$ cat config.mk
export PLATFORM = sky130hd
export DESIGN_NAME = cca_front
export DESIGN_NICKNAME = d
export VERILOG_FILES = /design/src/rtl/cca_pkg.sv /design/src/rtl/cca_front.sv
export SDC_FILE = /design/constraint.sdc
export NUM_CORES = 1
export LEC_CHECK = 0
export BUFFER_PORTS_ARGS = -buffer_cell sky130_fd_sc_hd__buf_2
export CAP_MARGIN = 10
export CELL_PAD_IN_SITES_DETAIL_PLACEMENT = 0
export CELL_PAD_IN_SITES_GLOBAL_PLACEMENT = 2
export CORE_MARGIN = 2
export CORE_UTILIZATION = 10
export DETAILED_ROUTE_END_ITERATION = 16
export PLACE_DENSITY = 0.95
export SLEW_MARGIN = 20
export SYNTH_ARGS = -nofsm -noshare
export SYNTH_HDL_FRONTEND = slang
export SYNTH_SLANG_ARGS = --single-unit
$ cat constraint.sdc
create_clock -name vclk -period 0.8
set_input_delay 0.04 -clock vclk [all_inputs]
set_output_delay 0.04 -clock vclk [all_outputs]
set_load 0.1 [all_outputs]
$ cat src/rtl/cca_pkg.sv
// Shared types and constants of the cluster centroid accumulator.
package cca_pkg;

  localparam int COORD_W           = 24;
  localparam int ID_W              = 7;
  localparam int OCNT_W            = 17;
  localparam int CLUSTER_SLOTS_DEF = 64;
  localparam int MAX_POINTS_DEF    = 65536;
  localparam int QUEUE_DEPTH       = 4;
  localparam int QPTR_W            = $clog2(QUEUE_DEPTH);

  typedef struct packed {
    logic signed [COORD_W-1:0] x;
    logic signed [COORD_W-1:0] y;
    logic [ID_W-1:0]           slot;
    logic                      acc;
    logic                      last;
  } item_t;

  typedef enum logic [1:0] {
    BK_ACC,
    BK_SCAN,
    BK_LOAD,
    BK_DIV
  } back_state_t;

endpackage

$ cat src/rtl/cca_front.sv
// Front end: takes input items, checks the label range and forms queue entries.
module cca_front import cca_pkg::*; #(
  parameter int CLUSTER_SLOTS = CLUSTER_SLOTS_DEF
) (
  input  logic                      start,
  input  logic                      full,
  input  logic signed [COORD_W-1:0] x_coord,
  input  logic signed [COORD_W-1:0] y_coord,
  input  logic signed [ID_W-1:0]    cluster_id,
  input  logic                      last_point,
  output logic                      push,
  output item_t                     push_item
);

  logic in_range;

  always_comb begin
    in_range = (int'(cluster_id) >= -1) && (int'(cluster_id) <= CLUSTER_SLOTS - 2);
    push_item.x    = x_coord;
    push_item.y    = y_coord;
    push_item.slot = cluster_id + ID_W'(1);
    push_item.acc  = in_range;
    push_item.last = last_point;
    // an out-of-range point without the last mark changes nothing
    push = start && !full && (in_range || last_point);
  end

endmodule

==> flow_metrics.py <==
metrics = {
    "status": {
        "status": "finished with violations",
        "violations": "setup timing",
    },
    "critical_path": {
        "endpoint_kind": "output port",
        "crit_type": "in -> out",
        "cp-start-kind": "primary input",
        "worstPathMaxFanout": 2,
        "cp_data_arrival_time_ns": 1.05,
        "required_ns": 0.76,
    },
    "sta": {
        "min_period_ns": 1.09,
        "rsz0062_at_grt": "yes",
        "whs_ns": 0.0800,
        "setup-violations-final": 7,
        "fmax_mhz": 922,
        "setup_ws_ns": -0.285,
        "final_hold_viol_count": 0,
        "worst_pin_slew_ns": 0.305,
        "slew_violations": 0,
        "slew_headroom_pct": 79.6,
        "timing.final.crit_share_pct": 136,
    },
    "layout": {
        "stdcell_count": 133,
        "num-clock-buffers": 0,
        "n_fill_cell": 578,
        "nNetsFinal": 123,
        "drive_gt1_share_pct": 95.1,
        "seq_area_sq_um": 0,
        "seq_cell_count": 0,
        "multiInputGateArea_sq_um": 419,
        "area_growth_pct": 73.4,
        "antenna_cells": 0,
    },
    "drt": {
        "drt_iter0_markers": 0,
        "via_per_inst": 2.72,
        "finalWirelength_mm": 1.17,
        "drc": 0,
        "num_vias": 362,
        "antenna_left": 0,
        "dr.pass1.iters": 1,
        "wire_per_inst_um": 8.80,
    },
    "synthesis": {
        "synth_nets": 135,
        "yosysTopAreaCell": "buf_4",
        "syn-instance-count": 75,
        "synth.top_cell.area_share_pct": 67.1,
        "ys_seq_area_share_pct": 0,
        "netlist_area_sq_um": 559,
        "syn_area_per_cell_sq_um": 7.46,
        "yosys_warnings": 0,
        "yosysUniqueCellTypes": 17,
        "synth_area_leaders": "buf_4, xnor2_1, ha_1, o41ai_2, nand3_1",
    },
    "global_route": {
        "grt_pass1_wl_mm": 1.93,
        "antenna_found_initial": 0,
        "grt_max_degree": 6,
        "grt_pass1_vias": 408,
        "gr-total-overflow": 0,
        "grtUsageTotal_pct": 3.70,
    },
    "placement": {
        "dp_cells": 132,
        "hpwl_um": 963,
        "gp_congestion": 0.598,
        "port_buffers": 20,
    },
    "pwr": {
        "ir_drop_v": 0.000348,
        "leakage_nw": 0.360,
        "power_density_nw_per_um2": 800,
    },
    "hold_path": {
        "hold_class": "in -> out",
    },
    "die": {
        "die_w_um": 78.8,
        "start_util_pct": 10.3,
        "die-area_sq_um": 6210,
        "die_y_um": 78.8,
        "core_sq_um": 5440,
        "io_pins": 116,
        "num_rows": 27,
    },
    "job": {
        "max_cap_violations": 0,
    },
}
-- cell families after synthesis --
family | Yosys count | share of synthesized area [%]
simple gates | 11 | 12.3
compound gates | 4 | 6.27
xor+xnor | 5 | 7.83
buf+inv | 53 | 69.1
fa+ha+maj | 2 | 4.47
-- cell type report --
cell class,instances,area share (%)
multi-input combinational,22,43.2
inverter,3,1.94
timing repair buffer,36,45.5
tap,72,9.29
-- synth_stat cells, drive strengths merged --
library cell / n
nand2b: 1
nand2: 2
ha: 2
and4: 1
xnor2: 4
xor2: 1
a31oi: 1
o41ai: 1
a21o: 1
a21oi: 1
nand4: 1
and3: 1
nor2b: 1
inv: 3
nor3: 1
nand3: 3
buf: 50
-- what timing repair did --
item                                    CTS  global route
hold buffers                              0             0
resized for setup                        28             7
pin swaps                                 9             6
endpoints found under the setup margin    8             8
endpoints found under the hold margin     0             0
buffers inserted                          1             2
-- report_power, final --
group          internal [mW]  switching (mW)
clock network              0               0
registers                  0               0
logic                  0.329           0.447
total                  0.329           0.447
-- metrics by stage --
step | utilization, % | setup TNS, ns | setup slack [ns] | power [mW] | area (sq um)
6_report | 17.8 | -1.13 | -0.285 | 0.775 | 970
3_3_place_gp | 15.0 | -1.98 | -0.481 | 0.695 | 817
3_5_place_dp | 15.0 | -2.10 | -0.505 | 0.699 | 817
4_1_cts | 17.4 | -1.08 | -0.291 | 0.771 | 947
5_1_grt | 17.8 | -1.41 | -0.348 | 0.807 | 970
2_1_floorplan | - | -2.36 | -0.654 | 1.53 | 746
-- routing by layer --
layer | vias to the layer above | global-route usage, % | share of wire (%)
li1 | 162 | - | -
met5 | - | 0 | 0
met3 | 6 | 0.909 | 11
met2 | 11 | 7.61 | 60
met4 | 0 | 0.877 | 0.43
met1 | 183 | 3.64 | 29
-- path summary, 6_finish.rpt --
path,startpoint,endpoint,slack [ns],depth (start not counted)
worst max-delay path,cluster_id[0],push,-0.29,7
worst min-delay path,y_coord[9],push_item[18],0.08,0
-- layout by cell type (no fill, tap or decap), types with 2 or more instances in the layout --
| cell | count |
|---|---|
| buf_4 | 12 |
| buf_12 | 10 |
| buf_8 | 5 |
| buf_6 | 5 |
| xnor2_4 | 4 |
| buf_2 | 4 |
| nand3_4 | 3 |
| clkinvlp_4 | 2 |
| ha_4 | 2 |
-- worst max-delay path, cell delays in order --
cell and delay, ns:
buf_8 0.08, clkinvlp_4 0.09, ha_4 0.16, nand2b_4 0.16, o41ai_4 0.26, a31oi_4 0.06
buf_8 0.18
Power figures use the tool's default switching activity.
