[config.mk]
export PLATFORM = sky130hd
export DESIGN_NAME = cca_fifo
export DESIGN_NICKNAME = d
export VERILOG_FILES = /design/src/rtl/cca_pkg.sv /design/src/rtl/cca_fifo.sv
export SDC_FILE = /design/constraint.sdc
export NUM_CORES = 1
export LEC_CHECK = 0
export BUFFER_PORTS_ARGS = -buffer_cell sky130_fd_sc_hd__buf_2
export CAP_MARGIN = 0
export CORE_MARGIN = 5
export CORE_UTILIZATION = 34
export DETAILED_ROUTE_END_ITERATION = 10
export MAX_ROUTING_LAYER = met4
export PLACE_DENSITY = 0.51
export SETUP_SLACK_MARGIN = 0.2
export SLEW_MARGIN = 20
export SYNTH_ARGS = -nofsm -noshare
export SYNTH_HDL_FRONTEND = slang
export SYNTH_SLANG_ARGS = --single-unit
[constraint.sdc]
create_clock -name clk -period 2.9 [get_ports clk]
set_clock_uncertainty 0.2 [all_clocks]
set_input_delay 0.435 -clock clk [delete_from_list [all_inputs] [get_ports clk]]
set_output_delay 0.435 -clock clk [all_outputs]
set_load 0.005 [all_outputs]
[src/rtl/cca_pkg.sv]
// Shared types and constants of the cluster centroid accumulator.
package cca_pkg;

  localparam int COORD_W           = 24;
  localparam int ID_W              = 7;
  localparam int OCNT_W            = 17;
  localparam int CLUSTER_SLOTS_DEF = 64;
  localparam int MAX_POINTS_DEF    = 65536;
  localparam int QUEUE_DEPTH       = 4;
  localparam int QPTR_W            = $clog2(QUEUE_DEPTH);

  typedef struct packed {
    logic signed [COORD_W-1:0] x;
    logic signed [COORD_W-1:0] y;
    logic [ID_W-1:0]           slot;
    logic                      acc;
    logic                      last;
  } item_t;

  typedef enum logic [1:0] {
    BK_ACC,
    BK_SCAN,
    BK_LOAD,
    BK_DIV
  } back_state_t;

endpackage

[src/rtl/cca_fifo.sv]
// Short item queue between front end and accumulator.
module cca_fifo import cca_pkg::*; (
  input  logic  clk,
  input  logic  rst,
  input  logic  push,
  input  item_t push_item,
  input  logic  pop,
  output logic  full,
  output logic  valid,
  output item_t item
);

  item_t                entries [QUEUE_DEPTH];
  logic [QPTR_W-1:0]    wr_ptr;
  logic [QPTR_W-1:0]    rd_ptr;
  logic [QPTR_W:0]      fill;

  assign full  = (fill == (QPTR_W+1)'(QUEUE_DEPTH));
  assign valid = (fill != '0);
  assign item  = entries[rd_ptr];

  always_ff @(posedge clk) begin
    if (push) begin
      entries[wr_ptr] <= push_item;
    end
  end

  always_ff @(posedge clk) begin
    if (rst) begin
      wr_ptr <= '0;
      rd_ptr <= '0;
      fill   <= '0;
    end else begin
      if (push) begin
        wr_ptr <= wr_ptr + QPTR_W'(1);
      end
      if (pop) begin
        rd_ptr <= rd_ptr + QPTR_W'(1);
      end
      unique case ({push, pop})
        2'b10:   fill <= fill + (QPTR_W+1)'(1);
        2'b01:   fill <= fill - (QPTR_W+1)'(1);
        default: fill <= fill;
      endcase
    end
  end

endmodule

==> results.sh, run 1 <==
export IMPL_r2r_slack_ns=0.97
export IMPL_grt_ovfl_total=0
export IMPL_clk_latency_ns=0.51
export IMPL_yosys_area_top_type="edfxtp_1"
export IMPL_crit_family="multiplexers"
export IMPL_yosys_top_cells_area="edfxtp_1, mux4_2, dfxtp_1"
export IMPL_die_y_um=169
export IMPL_wl_per_cell_um=19.6
export IMPL_regArea_um2=7030
export IMPL_powerDensity_nw_per_um2=703
export IMPL_tightest_slew_ns=0.471
export IMPL_nNetsFinal=612
export IMPL_drtPass1Iterations=4
export IMPL_criticalPathCategory="reg -> out"
export IMPL_slew_headroom=0.686
export IMPL_clock_path_buffers=3
export IMPL_via_count=4135
export IMPL_synth_cell_types=20
export IMPL_die_area_um2=28700
export IMPL_drive_gt1_frac=0.416
export IMPL_worstPathCellList="buf_12, mux4_2, buf_2"
export IMPL_htreeDepth=1
export IMPL_ys_warn_count=0
export IMPL_fmax_mhz=385
export IMPL_rows=58
export IMPL_syn_mean_instance_area_um2=25.4
export IMPL_min_period_ns=2.59
export IMPL_setup_viol=0
export IMPL_post_cts_resized=0
export IMPL_synth_area_um2=8640
export IMPL_gp_congestion=0.702
export IMPL_cts_sinks=237
export IMPL_hold_viol=0
export IMPL_worstSetupEndpointType="output port"
export IMPL_required_ns=2.27
export IMPL_via_per_inst=4.63
export IMPL_multiInputGateArea_um2=1530
export IMPL_ant_nets=0
export IMPL_max_cap_viol_count=0
export IMPL_num_fill_cells=2211
export IMPL_cts_tree="yes"
export IMPL_chipWidth_um=169
export IMPL_whs_ns=0.0558
export IMPL_cts_buffers=26
export IMPL_crit_buf_inv=2
export IMPL_hpwl_um=10400
export IMPL_ios=120
export IMPL_slowest_stage="mux4_2"
export IMPL_ir_drop_uv=380
export IMPL_fin_crit_sh=0.895
export IMPL_wl_um=17500
export IMPL_root_buffer="clkbuf_16"
export IMPL_rsz0062_at_grt="no"
export IMPL_slew_viol_final=0
export IMPL_drc=0
export IMPL_arrival_ns=1.96
export IMPL_ys_seq_elements=237
export IMPL_port_buffers=119
export IMPL_drtIter0Drc=250
export IMPL_core_area_um2=25100
export IMPL_grt_pass1_wl_um=26800
export IMPL_path_clk_slew_ns=0.06
export IMPL_syn_inst=340
export IMPL_status="completed"
export IMPL_grt_usage=0.125
export IMPL_tns_ns=0
export IMPL_crit_fanout=36
export IMPL_synth_net_count=407
export IMPL_critPathMaxStageDelay_ns=0.59
export IMPL_start_util=0.344
export IMPL_antenna_cells=0
export IMPL_grt_pass1_vias=4635
export IMPL_netlist_area_leader_share=0.792
export IMPL_critPathLaunchType="register"
export IMPL_power_leakage_nw=3.82
export IMPL_syn_to_final_growth_pct=29.0
export IMPL_grt_max_degree=37
export IMPL_yosysSeqAreaShare=0.813
export IMPL_hold_class="in -> reg"
export IMPL_grt_antenna_before_repair=0
cell usage in the layout (no fill, tap or decap), drive strengths merged:
master       count
a21oi            1
and2             4
buf            132
bufinv           1
clkbuf          35
clkinv           9
dfxtp            9
dlygate4sd3     58
edfxtp         228
fa               1
ha               5
inv              4
mux2i            2
mux4            57
nand2            1
nor2             7
nor3b            1
o21ai            1
or3              2
xnor2            3
xor2             2
per-layer routing:
layer | track usage | part of all wire
met3 | 0.0284 | 0.057
met1 | 0.160 | 0.43
met2 | 0.207 | 0.49
met4 | 0.0277 | 0.014
met5 | - | 0
cell usage after synthesis:
| cell type | instances |
|---|---|
| clkbuf_1 | 3 |
| a21oi_1 | 1 |
| buf_6 | 4 |
| xnor2_1 | 3 |
| nor2_1 | 7 |
| mux4_2 | 57 |
| inv_1 | 3 |
| nand2_1 | 1 |
| fa_1 | 1 |
| and2_1 | 4 |
| buf_2 | 4 |
| xor2_1 | 2 |
| ha_1 | 5 |
| dfxtp_1 | 9 |
| o21ai_0 | 1 |
| edfxtp_1 | 228 |
| nor3b_1 | 1 |
| or3_1 | 2 |
| buf_4 | 2 |
| mux2i_1 | 2 |
repair_timing:
item,in CTS,in global routing
setup endpoints to repair,0,5
hold buffers,58,0
setup buffers,0,1
hold endpoints to repair,237,0
flip-flops by register name (all words and copies together), names as in the netlist, named ones only:
| name | flops |
|---|---|
| entries | 228 |
| fill | 3 |
| rd_ptr | 2 |
| wr_ptr | 2 |
cell families (layout without fill, tap and decap cells):
kind of cell,Yosys count,after routing,share of synthesized area
flip-flops,237,237,0.813
AND/OR/NAND/NOR,15,15,0.00868
AO/OA/AOI/OAI,2,2,0.00116
multiplexers,59,59,0.151
adder cells (fa/ha/maj),6,6,0.00955
XOR/XNOR,5,5,0.00507
buffers and inverters,16,239,0.0119
tightest hold or removal path: cells and delay by family:
family                    cells  cell delay [ns]
xor gates and xnor gates      1             0.09
buffers and inverters         1             0.13
and+or+nand+nor               1             0.07
stage by stage:
stage | std cells | total power [W] | worst slack (ns) | area, um2 | util
global route | 893 | 0.00819 | 0.219 | 11100 | 0.444
global placement | 788 | 0.00475 | 0.762 | 9730 | 0.388
floorplan | 340 | 0.00442 | 0.388 | 8640 | -
CTS | 892 | 0.00796 | 0.232 | 11100 | 0.443
detailed placement | 788 | 0.00477 | 0.717 | 9730 | 0.388
finish | 893 | 0.00783 | 0.305 | 11100 | 0.444
where the power goes:
group	switching [W]	internal, W
Combinational	0.000362	0.000396
Clock	0.00124	0.00186
Sequential	0.0000482	0.00393
final cells by class:
class	instances	share of cell area
multi-input cells	87	0.137
clock buffers	35	0.0660
clock inverters	11	0.00763
repair buffers	190	0.121
flip-flops and latches	237	0.631
inverters	3	0.00101
well taps	330	0.0370
path summary, 6_finish.rpt:
kind | startpoint | endpoint | cells past startpoint
min reg2reg | fill[2] | fill[2] | 2
max | register | item[28] | 3
max reg2reg | wr_ptr[0] | entries[2][4] | 4
min | pop | register | 3
(Power assumes the default switching activity.)
==> run 2: changes to the inputs <==
--- a/config.mk
+++ b/config.mk
@@ -7,7 +7,7 @@
 export LEC_CHECK = 0
 export BUFFER_PORTS_ARGS = -buffer_cell sky130_fd_sc_hd__buf_2
 export CAP_MARGIN = 0
-export CORE_MARGIN = 5
+export CORE_MARGIN = 2
 export CORE_UTILIZATION = 34
 export DETAILED_ROUTE_END_ITERATION = 10
 export MAX_ROUTING_LAYER = met4
==> constraint.sdc (replaced) <==
create_clock -name clk -period 2.9 [get_ports clk]
set_clock_uncertainty 0.2 [all_clocks]
set_input_delay 0 -clock clk [delete_from_list [all_inputs] [get_ports clk]]
set_output_delay 0 -clock clk [all_outputs]
set_load 0.005 [all_outputs]
==> results.sh, run 2 (same netlist as run 1, synthesis figures left out) <==
export IMPL_via_per_inst=4.64
export IMPL_grtUsageMet3=0.0287
export IMPL_required_ns=2.70
export IMPL_syn_to_final_growth_pct=28.6
export IMPL_path_clk_slew_ns=0.06
export IMPL_r2r_end="fill[2]"
export IMPL_rsz0062_at_grt="no"
export IMPL_mostFrequentLayoutCell="edfxtp_1"
export IMPL_via_count=4131
export IMPL_cts_sinks=237
export IMPL_power_leakage_nw=3.78
export IMPL_final_cell_mix="edfxtp_1, buf_2, dlygate4sd3_1, mux4_2, clkbuf_16"
export IMPL_ios=120
export IMPL_cts_tree="yes"
export IMPL_chipWidth_um=163
export IMPL_criticalPathCategory="reg -> out"
export IMPL_num_fill_cells=2211
export IMPL_grt_pass1_vias=4515
export IMPL_fmax_mhz=430
export IMPL_htreeDepth=1
export IMPL_ir_drop_uv=352
export IMPL_drtPass1Iterations=4
export IMPL_slew_headroom=0.630
export IMPL_nNetsFinal=609
export IMPL_gp_congestion=0.662
export IMPL_status="completed"
export IMPL_hold_class="in -> reg"
export IMPL_slew_viol_final=0
export IMPL_setup_slack_ns=0.576
export IMPL_max_cap_viol_count=0
export IMPL_drive_gt1_frac=0.399
export IMPL_hpwl_um=10400
export IMPL_worstRegToRegCells=5
export IMPL_grt_busiest_layer="met2"
export IMPL_hold_depth=2
export IMPL_grt_pass1_wl_um=25800
export IMPL_grt_util_met1=0.166
export IMPL_hold_path_end="entries[0][24]"
export IMPL_stdcell_area_um2=11100
export IMPL_tns_ns=0
export IMPL_drc=0
export IMPL_min_period_ns=2.32
export IMPL_post_cts_resized=0
export IMPL_largest_reg_flops=228
export IMPL_cts_buffers=25
export IMPL_powerDensity_nw_per_um2=702
export IMPL_dpl_cell_area_um2=9710
export IMPL_top_regs="entries x228, fill x3"
export IMPL_top_register="entries"
export IMPL_die_y_um=163
export IMPL_r2r_start="fill[0]"
export IMPL_setup_viol=0
export IMPL_port_buffers=119
export IMPL_clk_latency_ns=0.50
export IMPL_grt_usage=0.133
export IMPL_worstHoldStart="push_item[24]"
export IMPL_hold_viol=0
export IMPL_whs_ns=0.0437
export IMPL_rows=58
export IMPL_die_area_um2=26700
export IMPL_critPathLaunchType="register"
export IMPL_fin_crit_sh=0.801
export IMPL_p_total_w=0.00780
export IMPL_tightest_slew_ns=0.555
export IMPL_ant_nets=0
export IMPL_grt_ovfl_total=0
export IMPL_crit_fanout=19
export IMPL_core_area_um2=25000
export IMPL_grt_antenna_before_repair=1
export IMPL_grt_use_met2=0.220
export IMPL_grt_max_degree=36
export IMPL_root_buffer="clkbuf_16"
export IMPL_clock_path_buffers=3
export IMPL_worstSetupEndpointType="output port"
export IMPL_arrival_ns=2.12
export IMPL_wl_um=17100
export IMPL_start_util=0.345
export IMPL_drtIter0Drc=240
export IMPL_wl_per_cell_um=19.2
export IMPL_place_ws_ns=0.998
export IMPL_r2r_slack_ns=0.72
==> run 2: cell type report <==
type / instances / area [um2] / share of cell area
Tap cell: 330 / 413 / 0.0371
Inverter: 3 / 11.3 / 0.00101
Clock buffer: 29 / 641 / 0.0576
Timing Repair Buffer: 188 / 1340 / 0.121
Sequential cell: 237 / 7030 / 0.633
Multi-Input combinational cell: 87 / 1530 / 0.137
Antenna cell: 1 / 2.50 / 0.000225
Clock inverter: 15 / 153 / 0.0137
==> run 2: repair_timing <==
action                                 4_1_cts  5_1_grt
hold buffers                                61        0
endpoints found under the hold margin      353        0
setup buffers                                0        0
==> run 2: worst max path at each step <==
stage / start / end / depth (start not counted)
floorplan: wr_ptr[0] / entries[2][0] / 3
global placement: wr_ptr[0] / entries[2][8] / 4
detailed placement: wr_ptr[0] / entries[0][8] / 4
CTS: register / item[6] / 3
global route: register / item[46] / 3
finish: register / item[41] / 3
==> run 2: power breakdown <==
group	switching (W)	internal, W
Clock	0.00122	0.00184
Sequential	0.0000747	0.00393
Combinational	0.000337	0.000395
==> run 2: stage by stage <==
stage          std cells   util
6_report             890  0.444
5_1_grt              890  0.444
4_1_cts              889  0.444
3_5_place_dp         784  0.388
3_3_place_gp         784  0.388
2_1_floorplan        340      -
==> run 2: per-layer routing <==
layer  vias to the layer above  wire [um]
met3                        25        957
met1                      2150       7290
met5                         -          0
met4                         0        299
li1                       1847          -
met2                       109       8530
==> run 2: worst max-delay path, cell delays in order (launching register included) <==
cell and delay, ns:
dfxtp_4 0.60, buf_4 0.31, mux4_2 0.55, buf_2 0.15
==> run 3: changes to the inputs <==
--- a/config.mk
+++ b/config.mk
@@ -5,6 +5,7 @@
 export SDC_FILE = /design/constraint.sdc
 export NUM_CORES = 1
 export LEC_CHECK = 0
+export ABC_AREA = 1
 export BUFFER_PORTS_ARGS = -buffer_cell sky130_fd_sc_hd__buf_2
 export CAP_MARGIN = 0
 export CORE_MARGIN = 2
==> constraint.sdc (replaced) <==
create_clock -name clk -period 2.38 [get_ports clk]
set_clock_uncertainty 0.2 [all_clocks]
set_input_delay 0 -clock clk [delete_from_list [all_inputs] [get_ports clk]]
set_output_delay 0 -clock clk [all_outputs]
set_load 0.005 [all_outputs]
==> results.sh, run 3 <==
export IMPL_cts_sinks=237
export IMPL_path_clk_slew_ns=0.06
export IMPL_intPower_w=0.00746
export IMPL_syn_to_final_growth_pct=28.2
export IMPL_syn_inst=610
export IMPL_antenna_cells=0
export IMPL_p_seq_frac=0.506
export IMPL_critPathMaxStageDelay_ns=0.41
export IMPL_top_regs="entries x228, fill x3"
export IMPL_required_ns=2.18
export IMPL_top_register="entries"
export IMPL_mostFrequentLayoutCell="edfxtp_1"
export IMPL_grt_pass1_wl_um=30000
export IMPL_final_cells=1152
export IMPL_synth_async_sr_flop_share=0
export IMPL_crit_family="buffers and inverters"
export IMPL_tns_ns=0
export IMPL_gp_congestion=0.737
export IMPL_final_cell_mix="edfxtp_1, nor2_1, buf_2, o21ai_0, dlygate4sd3_1"
export IMPL_via_count=5574
export IMPL_rows=59
export IMPL_ys_warn_count=0
export IMPL_synth_edff_count=228
export IMPL_status="completed"
export IMPL_num_fill_cells=2363
export IMPL_ys_seq_elements=237
export IMPL_grt_antenna_before_repair=0
export IMPL_r2r_slack_ns=0.53
export IMPL_crit_fanout=29
export IMPL_drtIter0Drc=331
export IMPL_setup_viol=0
export IMPL_start_util=0.343
export IMPL_min_period_ns=2.06
export IMPL_htreeDepth=1
export IMPL_tightest_slew_ns=0.448
export IMPL_drtPass1Iterations=5
export IMPL_hold_class="in -> reg"
export IMPL_powerDensity_nw_per_um2=838
export IMPL_synth_net_count=677
export IMPL_synth_area_um2=8870
export IMPL_yosys_top_cells_area="edfxtp_1, o21ai_0, nor2_1"
export IMPL_ir_drop_uv=439
export IMPL_r2r_end="entries[1][52]"
export IMPL_rsz0062_at_grt="no"
export IMPL_worstPathCellList="clkinv_2, buf_4, nor2_1, o22ai_1, buf_2"
export IMPL_hpwl_um=11500
export IMPL_grt_usage=0.147
export IMPL_synth_flop_cell="edfxtp_1"
export IMPL_syn_mean_instance_area_um2=14.5
export IMPL_die_y_um=165
export IMPL_netlist_area_leader_share=0.772
export IMPL_drive_gt1_frac=0.214
export IMPL_die_area_um2=27400
export IMPL_core_area_um2=25800
export IMPL_hold_depth=2
export IMPL_clk_latency_ns=0.50
export IMPL_clock_path_buffers=3
export IMPL_max_cap_viol_count=0
export IMPL_grt_pass1_vias=5551
export IMPL_via_per_inst=4.84
export IMPL_slew_viol_final=0
export IMPL_dp_cells=1045
export IMPL_cts_tree="yes"
export IMPL_worstRegToRegCells=5
export IMPL_yosys_area_top_type="edfxtp_1"
export IMPL_drc=0
export IMPL_yosys_top_cells_count="edfxtp_1, nor2_1, o21ai_0"
export IMPL_pwr_share_comb=0.092
export IMPL_power_leakage_nw=4.00
export IMPL_setup_slack_ns=0.317
export IMPL_cts_buffers=25
export IMPL_ant_nets=0
export IMPL_place_ws_ns=0.515
export IMPL_critPathLaunchType="register"
export IMPL_root_buffer="clkbuf_16"
export IMPL_wl_um=19800
export IMPL_nNetsFinal=866
export IMPL_crit_buf_inv=3
export IMPL_r2r_start="wr_ptr[1]"
export IMPL_slowest_stage="dfxtp_4"
export IMPL_hold_path_end="entries[0][54]"
export IMPL_criticalPathCategory="reg -> out"
export IMPL_worstHoldStart="push_item[54]"
export IMPL_p_switching_w=0.00206
export IMPL_yosysSeqAreaShare=0.793
export IMPL_largest_reg_flops=228
export IMPL_fin_util=0.440
export IMPL_chipWidth_um=165
export IMPL_fin_crit_sh=0.867
export IMPL_fmax_mhz=485
export IMPL_ios=120
export IMPL_hold_viol=0
export IMPL_wl_per_cell_um=17.2
export IMPL_clkPwrFrac=0.402
export IMPL_arrival_ns=1.86
export IMPL_grt_ovfl_total=0
export IMPL_switching_share=0.217
export IMPL_synth_cell_types=19
export IMPL_port_buffers=119
export IMPL_yosysMostFrequentCell="edfxtp_1"
export IMPL_postCtsSetupRepairBufs=0
export IMPL_worstSetupEndpointType="output port"
export IMPL_slew_headroom=0.700
export IMPL_grt_max_degree=65
## run 3: cell types whose count changed after synthesis, sizes merged, moves of 3 or more
cell | before | now
inv | 3 | 15
o21ai | 1 | 119
mux4 | 57 | 0
nor2 | 7 | 124
xnor2 | 3 | 0
clkbuf | 3 | 17
and2 | 4 | 0
nand2 | 1 | 10
buf | 10 | 19
o22ai | 0 | 57
## run 3: repair_timing
action                                 4_1_cts  5_1_grt
hold buffers                                62        0
gates cloned                                 0        0
setup endpoints to repair                   35       17
endpoints found under the hold margin      250        0
gates resized for setup                      3        2
## run 3: through the flow
stage                     cell area (um2)  power [W]  hold slack [ns]
after global placement               9920    0.00569          -0.0270
final                               11400    0.00952           0.0376
after CTS                           11400    0.00964           0.0144
after detailed placement             9920    0.00571          -0.0163
after floorplan                      8880    0.00531           -0.128
after global routing                11400    0.00990           0.0378
## run 3: power groups by stage
| stage | clock network [W] | logic (W) | registers [W] |
|---|---|---|---|
| 6_report | 0.00383 | 0.000881 | 0.00481 |
| 2_1_floorplan | 0 | 0.000415 | 0.00489 |
| 3_3_place_gp | 0 | 0.000796 | 0.00490 |
| 3_5_place_dp | 0 | 0.000812 | 0.00490 |
| 4_1_cts | 0.00393 | 0.000901 | 0.00482 |
| 5_1_grt | 0.00409 | 0.000987 | 0.00483 |
## run 3: layout make-up
type                    count  area, um2  area share
clock buffers              28        637      0.0560
clock inverters            17        174      0.0153
inverters                  15       75.1     0.00661
multi-input cells         322       1570       0.138
flip-flops and latches    237       7030       0.619
well taps                 335        419      0.0369
repair buffers            198       1460       0.128
## run 3: worst max path at each step
stage / from / end / slack [ns] / depth (start not counted)
floorplan: wr_ptr[0] / entries[0][0] / 0.28 / 4
global placement: wr_ptr[1] / entries[1][52] / 0.52 / 5
detailed placement: wr_ptr[1] / entries[1][35] / 0.51 / 5
CTS: register / item[45] / 0.21 / 4
global route: register / item[50] / 0.20 / 4
finish: register / item[39] / 0.32 / 5
## run 3: metal layers
metal  wire, um  up-vias  track usage  share of wire
li1           -     2660            -              -
met4        325        0       0.0353          0.016
met5          0        -            -              0
met2       9540      162        0.246           0.48
met3       1050       30       0.0240          0.053
met1       8910     2722        0.188           0.45
## run 3: cells by family (layout without fill, tap and decap cells)
kind of cell | Yosys count | in the layout | share of synthesized area
DFF | 237 | 237 | 0.793
AOI/OAI and AO/OA | 179 | 179 | 0.109
and+or+nand+nor | 136 | 136 | 0.0580
xor gates and xnor gates | 1 | 1 | 0.000988
adders and majority gates | 6 | 6 | 0.00931
buffers and inverters | 51 | 258 | 0.0301
